==> src/sv/rbad_pkg.sv <==
// Shared constants, register codes and helpers for the RGB block-average downscaler.
// No dependencies; compiled first.
`timescale 1ns / 1ps
`default_nettype none

package rbad_pkg;

    // Bounds of the frame and tile geometry
    localparam int DEF_MAX_WIDTH  = 256;
    localparam int DEF_MAX_HEIGHT = 256;
    localparam int DEF_MAX_BLOCK  = 16;

    // Pixel and channel layout
    localparam int CH_W      = 8;
    localparam int NUM_CH    = 3;
    localparam int PIX_W     = NUM_CH * CH_W;

    // Configuration port
    localparam int CFG_IDX_W  = 2;
    localparam int CFG_DATA_W = 9;
    localparam int DIM_REG_W  = 9;
    localparam int BS_REG_W   = 5;

    typedef enum logic [CFG_IDX_W-1:0] {
        CFG_FRAME_WIDTH  = 2'd0,
        CFG_FRAME_HEIGHT = 2'd1,
        CFG_BLOCK_SIZE   = 2'd2
    } t_cfg_idx;

    // Register reset values
    localparam int RST_FRAME_WIDTH  = 160;
    localparam int RST_FRAME_HEIGHT = 144;
    localparam int RST_BLOCK_SIZE   = 2;

    // Zero maps to one, anything above the limit saturates
    function automatic logic [31:0] clamp_reg(logic [31:0] v, logic [31:0] hi);
        logic [31:0] r;
        if (v == 32'd0) begin
            r = 32'd1;
        end else if (v > hi) begin
            r = hi;
        end else begin
            r = v;
        end
        return r;
    endfunction

endpackage

`default_nettype wire

==> src/sv/rbad_divider.sv <==
// Three-lane restoring divider, one quotient bit per cycle, for the tile averages.
// Quotients are known to fit CH_W bits. Depends on rbad_pkg.
`timescale 1ns / 1ps
`default_nettype none

module rbad_divider #(
    parameter int SUM_W = 16,
    parameter int CNT_W = 10
) (
    input  wire logic                                  i_clk,
    input  wire logic                                  i_rst_n,
    input  wire logic                                  i_start,
    input  wire logic [rbad_pkg::NUM_CH-1:0][SUM_W-1:0] i_num,
    input  wire logic [CNT_W-1:0]                      i_den,
    output logic                                       o_done,
    output logic [rbad_pkg::NUM_CH-1:0][rbad_pkg::CH_W-1:0] o_quot
);
    import rbad_pkg::*;

    localparam int DV_W   = ((SUM_W > CNT_W - 1) ? SUM_W : CNT_W - 1) + CH_W;
    localparam int STEP_W = (CH_W > 1) ? $clog2(CH_W) : 1;

    logic [NUM_CH-1:0][SUM_W-1:0] r_rem, n_rem;
    logic [NUM_CH-1:0][CH_W-1:0]  n_quot;
    logic [DV_W-1:0]              r_dvs;
    logic [STEP_W-1:0]            r_step;
    logic                         r_busy;

    // Trial subtract of the shifted divisor in every lane
    always_comb begin
        for (int k = 0; k < NUM_CH; k++) begin
            if (DV_W'(r_rem[k]) >= r_dvs) begin
                n_rem[k]  = SUM_W'(DV_W'(r_rem[k]) - r_dvs);
                n_quot[k] = {o_quot[k][CH_W-2:0], 1'b1};
            end else begin
                n_rem[k]  = r_rem[k];
                n_quot[k] = {o_quot[k][CH_W-2:0], 1'b0};
            end
        end
    end

    always_ff @(posedge i_clk) begin
        if (!i_rst_n) begin
            r_busy <= 1'b0;
            o_done <= 1'b0;
        end else if (i_start) begin
            r_rem  <= i_num;
            r_dvs  <= DV_W'(i_den) << (CH_W - 1);
            o_quot <= '0;
            r_step <= STEP_W'(CH_W - 1);
            r_busy <= 1'b1;
            o_done <= 1'b0;
        end else if (r_busy) begin
            r_rem  <= n_rem;
            o_quot <= n_quot;
            r_dvs  <= r_dvs >> 1;
            if (r_step == '0) begin
                r_busy <= 1'b0;
                o_done <= 1'b1;
            end else begin
                r_step <= r_step - STEP_W'(1);
            end
        end
    end

endmodule

`default_nettype wire

==> config.mk <==
export PLATFORM = sky130hd
export DESIGN_NAME = rbad_divider
export DESIGN_NICKNAME = d
export VERILOG_FILES = /design/src/sv/rbad_pkg.sv /design/src/sv/rbad_divider.sv
export SDC_FILE = /design/constraint.sdc
export NUM_CORES = 1
export LEC_CHECK = 0
export BUFFER_PORTS_ARGS = -buffer_cell sky130_fd_sc_hd__buf_4
export CAP_MARGIN = 20
export CORE_MARGIN = 4
export CORE_UTILIZATION = 45
export CTS_BUF_LIST = sky130_fd_sc_hd__clkbuf_4 sky130_fd_sc_hd__clkbuf_8
export DETAILED_ROUTE_END_ITERATION = 6
export PLACE_DENSITY_LB_ADDON = 0.05
export SLEW_MARGIN = 20
export SYNTH_ARGS = -nofsm -noshare
export SYNTH_HDL_FRONTEND = slang
export SYNTH_SLANG_ARGS = --single-unit
export TNS_END_PERCENT = 30
==> constraint.sdc <==
create_clock -name i_clk -period 3.6 [get_ports i_clk]
set_input_delay 0.72 -clock i_clk [delete_from_list [all_inputs] [get_ports i_clk]]
set_output_delay 0.72 -clock i_clk [all_outputs]
set_load 0.03 [all_outputs]
Word-level counts from Yosys, hierarchy flattened
Index checks and enable logic that the tools add are counted.
{ "word_totals": {"output_inout_bits": 25, "inputBits": 61, "register_bits": 100, "word_cells": 48} }
{ "op_classes": {"eq_ne": 1, "magnitude_cmp": 3, "n_addsub": 4, "mux": 16, "reduce_logical": 12, "bitwise_logic": 1} }
{ "ops": {"columns": ["op", "count"], "rows": [
  ["$mux W48", 2],
  ["$ge A16 B23 Y1", 3],
  ["$mux W16", 3],
  ["$sub A16 B16 Y16", 3],
  ["$mux W24", 1],
  ["$mux W23", 1],
  ["$mux W17", 1],
  ["$reduce_and A3 Y1", 4],
  ["$reduce_bool A2 Y1", 4],
  ["$mux W1", 6],
  ["$mux W3", 2],
  ["$reduce_and A2 Y1", 2],
  ["$logic_not A3 Y1", 1],
  ["$sub A3 B1 Y3 const B", 1],
  ["$ne A2 B2 Y1 const B", 1],
  ["$reduce_or A2 Y1", 1],
  ["$not A1 Y1", 1]
]} }

Depth between registers and ports, before layout
{ "logic_depth": {"ltp_word": 4, "depth_mapped": 10, "ltp_nobuf": 10} }

Worst setup path after synthesis
Ideal clock, no wire load.
{ "synth_timing": {"path_type": "input port to flip-flop", "start": "input i_start", "end": "register r_rem[32] (netlist name), enable pin", "required_time_ps": 3189, "setup_time_ps": 411, "n_path_buf": 1, "path_stages": 5, "arrival_ps": 3310, "path_slack_ps": -122, "path_cell_list": "clkbuf_1 > o21ai_0 > inv_1 > nand3b_1 > o21ai_0"} }
{ "synth_between": {"elab_chain_len": 2, "word_cells_on_any_way": 3, "cone_classes": "reduce/logical: 3"} }
{ "synth_rtl": {"columns": ["item", "line_no", "rtl"], "rows": [
  ["start, declared", "rbad_divider.sv:12", "input wire logic i_start,"],
  ["$reduce_bool A2 Y1 (no source line)", null, null],
  ["$reduce_and A3 Y1 (no source line) *", null, null],
  ["end signal, assigned", "rbad_divider.sv:47", "r_rem <= i_num;"],
  ["end signal, assigned", "rbad_divider.sv:54", "r_rem <= n_rem;"],
  ["end, declared", "rbad_divider.sv:23", "logic [NUM_CH-1:0][SUM_W-1:0] r_rem, n_rem;"]
]} }
Mark *: on every way between the ends. The rest lies on a longest branch, timed or not.
A chain may end at the register's enable or synchronous reset.

Worst setup path after layout
{ "layout_timing": {"start": "register r_dvs[6]", "end": "register r_rem[19] (netlist name), enable pin"} }
{ "layout_between": {"elab_chain_len": 3} }
{ "layout_rtl": {"columns": ["item", "line_no", "rtl"], "rows": [
  ["start, declared", "rbad_divider.sv:25", "logic [DV_W-1:0] r_dvs;"],
  ["start signal, assigned", "rbad_divider.sv:48", "r_dvs <= DV_W'(i_den) << (CH_W - 1);"],
  ["start signal, assigned", "rbad_divider.sv:56", "r_dvs <= r_dvs >> 1;"],
  ["$ge A16 B23 Y1", "rbad_divider.sv:32", "if (DV_W'(r_rem[k]) >= r_dvs) begin"],
  ["$reduce_bool A2 Y1 (no source line)", null, null],
  ["$reduce_and A3 Y1 (no source line)", null, null]
]} }
Every way passes these cells.

==> results.cfg <==
[synth]
syn_area_per_cell_um2 = 10.02
synth_fa_ha_area_share_pct = 11.11
synth-async-reset-ratio_pct = 0
synth_compound_area_share_pct = 18.10
ys_ff_latch = 94
synth.area.mux_share_pct = 0.5879
synth_edf_count = 92
yosysSeqAreaShare_pct = 45.41
ys.flop_type = edfxtp_1
synth_xor_area_share_pct = 4.825
synth_top_family_by_area = compound AO/OA/AOI/OAI gates
ys_types = 63
yosys.area_share.simple_pct = 14.31
syn_inst = 616
yosys_warnings = 0
netlist_area_um2 = 6172
syn-num-nets = 730

[pwr]
p_per_area_nw_per_um2 = 421.0
p_leak_nw = 2.871
power_frac_seq_pct = 45.3
p_clk_share_pct = 25.6
p_comb_share_pct = 29.1
irDropWorstVdd_v = 0.0002692
p_sw_share_pct = 32.48
p_switching_mw = 0.9685
p_int_mw = 2.013

[timing]
whs_ns = 0.5440
rsz0062_at_grt = false
tightest_slew_ns = 0.9794
final.setup.tns_ns = 0
maxSlewViolCount = 0
post-route-period-util_pct = 90.60
layout_min_cycle_time_ns = 3.262
skew_ns = 0.01027
max_slew_margin_pct = 34.40
final-hold-violation-count = 0
setup_viol = 0
timing.fmax_ghz = 0.3066

[detailed_routing]
wl_met3_um = 765
final_antenna_net_count = 0
met1Wirelength_mm = 7.201
drc = 0
drt_first_pass_iters = 5
met2_length_mm = 7.052
vias_per_cell = 5.477
drt_iter0_drc = 414
wl_per_cell_um = 17.63
drt_wl_total_mm = 15.21
top_layer = met4
num_vias = 4727

[finish]
final_nets = 796
n_fill_cell = 1300
final_cells = 863
final_cell_mix = buf_4, edfxtp_1, nand2_1
seq_area_um2 = 2803
final_common_cell = buf_4
post-route-util_pct = 53.07
multiInputGateArea_um2 = 3020
area_growth_pct = 14.76
drive_gt1_share_pct = 17.61
antenna_cells = 0
fin_area_um2 = 7083

[clocking]
cts_hold_buf = 0
cts-buffers-inserted = 9
htree_levels = 3
clk_pin_slew_worst_paths_ns = 0.10
postCtsResizedCells = 0
cts_tree = done
cts.sinks = 94
clk_latency_ns = 0.39
clock-root-buffer = clkbuf_8
cts_buffer_depth = 2
post_cts_buffers = 0

[setup_path]
crit_chain = inv_1 > ha_1 > a2111oi_0 > a21oi_1 > a211oi_1 > o21ai_1 > a22o_1
worstPathArrival_ns = 3.29
critPathMaxFanout = 16
slowest_stage = a2111oi_0
r2r_cells = 7
required_ns = 3.63
crit_type = register to register
startpoint_type = register
critical-path-max-stage-delay_ns = 0.57
cp-end-kind = register

[global_route]
antenna_found_initial = 0
grt_usage_pct = 19.61
grt_pass1_wl_mm = 24.47
grt_max_degree = 141
grt_pass1_vias = 4705
grt_remaining_overflow = 0

[hold_path]
holdPathStages = 2
min_path_type = register to register

[run]
cap_violations = 0

[place]
place_congestion = 0.9060
dpl.cell_count = 847
portBuffers = 85
dp_hpwl_mm = 10.85
dpl-instance-area_um2 = 6882

[floorplanning]
core_area_um2 = 13350
die-area_um2 = 15650
initial_core_util_pct = 46.24
placementRows = 42
die_y_um = 125.1
pin_count = 86
fp.dieW_um = 125.1

[outcome]
outcome = finished, final reports clean
[per-layer routing]
| layer | track usage, % | vias to the layer above |
|---|---|---|
| li1 | - | 2355 |
| met1 | 27.21 | 2235 |
| met2 | 31.89 | 119 |
| met3 | 3.625 | 18 |
| met4 | 5.038 | 0 |
| met5 | 0 | - |
[kinds of logic after synthesis]
logic type / count (synthesis)
adders and majority gates: 53
DFF: 94
and+or+nand+nor: 184
xor gates and xnor gates: 34
AOI/OAI and AO/OA: 178
muxes: 3
buffers and inverters: 70
[cell type report]
cell class / instances / area share [%]
clock buffers: 9 / 1.749
clock inverters: 7 / 1.095
inverters: 30 / 1.590
multi-input cells: 452 / 42.64
flip-flops and latches: 94 / 39.57
well taps: 176 / 3.109
repair buffers: 95 / 10.25
[synthesized netlist by cell type, types with 2 or more instances]
| cell | number | area (µm²) |
|---|---|---|
| edfxtp_1 | 92 | 2763 |
| nand2_1 | 79 | 296.5 |
| o21ai_0 | 77 | 385.4 |
| ha_1 | 50 | 625.6 |
| a21oi_1 | 31 | 155.2 |
| inv_1 | 30 | 112.6 |
| nor2_1 | 30 | 112.6 |
| nor2b_1 | 29 | 181.4 |
| buf_4 | 21 | 157.7 |
| xnor2_1 | 18 | 157.7 |
| xor2_1 | 16 | 140.1 |
| clkbuf_1 | 15 | 56.30 |
| o21a_1 | 12 | 90.09 |
| nand2b_1 | 9 | 56.30 |
| a31oi_1 | 7 | 43.79 |
| nor3_1 | 6 | 30.03 |
| a21o_1 | 5 | 37.54 |
| nand3_1 | 5 | 25.02 |
| nand4_1 | 5 | 31.28 |
| o31ai_1 | 5 | 37.54 |
| a211oi_1 | 4 | 30.03 |
| and2_1 | 4 | 25.02 |
| nor4_1 | 4 | 25.02 |
| o211ai_1 | 4 | 30.03 |
| a211o_1 | 3 | 26.28 |
| and4_1 | 3 | 26.28 |
| buf_1 | 3 | 11.26 |
| fa_1 | 3 | 60.06 |
| nand3b_1 | 3 | 22.52 |
| a2111oi_0 | 2 | 17.52 |
| a21o_2 | 2 | 17.52 |
| a22o_1 | 2 | 17.52 |
| a311oi_1 | 2 | 17.52 |
| and3_1 | 2 | 12.51 |
| dfxtp_1 | 2 | 40.04 |
| o21bai_1 | 2 | 15.01 |
| o221ai_1 | 2 | 17.52 |
| o31a_1 | 2 | 17.52 |
[power groups by stage]
| stage | combinational [mW] | sequential [mW] | clock [mW] |
|---|---|---|---|
| final | 0.868 | 1.35 | 0.763 |
| after global routing | 0.973 | 1.36 | 0.829 |
| after CTS | 0.867 | 1.35 | 0.774 |
| after detailed placement | 0.862 | 1.38 | 0 |
| after global placement | 0.850 | 1.37 | 0 |
| after floorplan | 0.635 | 1.37 | 0 |
[path summary, 6_finish.rpt]
check                              start         to  slack [ns]
worst max register to register  r_dvs[6]  r_rem[19]        0.34
worst max-delay path            r_dvs[6]  r_rem[19]        0.34
worst min-delay path              o_done     o_done        0.54
worst min register to register    o_done     o_done        0.54
[state kept, by name, summed over array words and instances, names as in the netlist]
name / flops
o_done: 1
o_quot: 24
r_busy: 1
r_dvs: 17
r_rem: 48
r_step: 3
[metrics by stage]
step	setup WS, ns	total power [mW]
after floorplan	0.2196	2.003
after global placement	0.4462	2.225
after detailed placement	0.3821	2.237
after CTS	0.3451	2.992
after global routing	0.1303	3.161
final	0.3384	2.982
[worst max-delay path: cells and delay by family (launching register included)]
kind | cells | cell delay [ns]
flip-flops | 1 | 0.38
AO/OA/AOI/OAI | 5 | 1.83
buffers and inverters | 1 | 0.31
adder cells (fa/ha/maj) | 1 | 0.38
No activity file was read; power rests on OpenSTA's default activity.
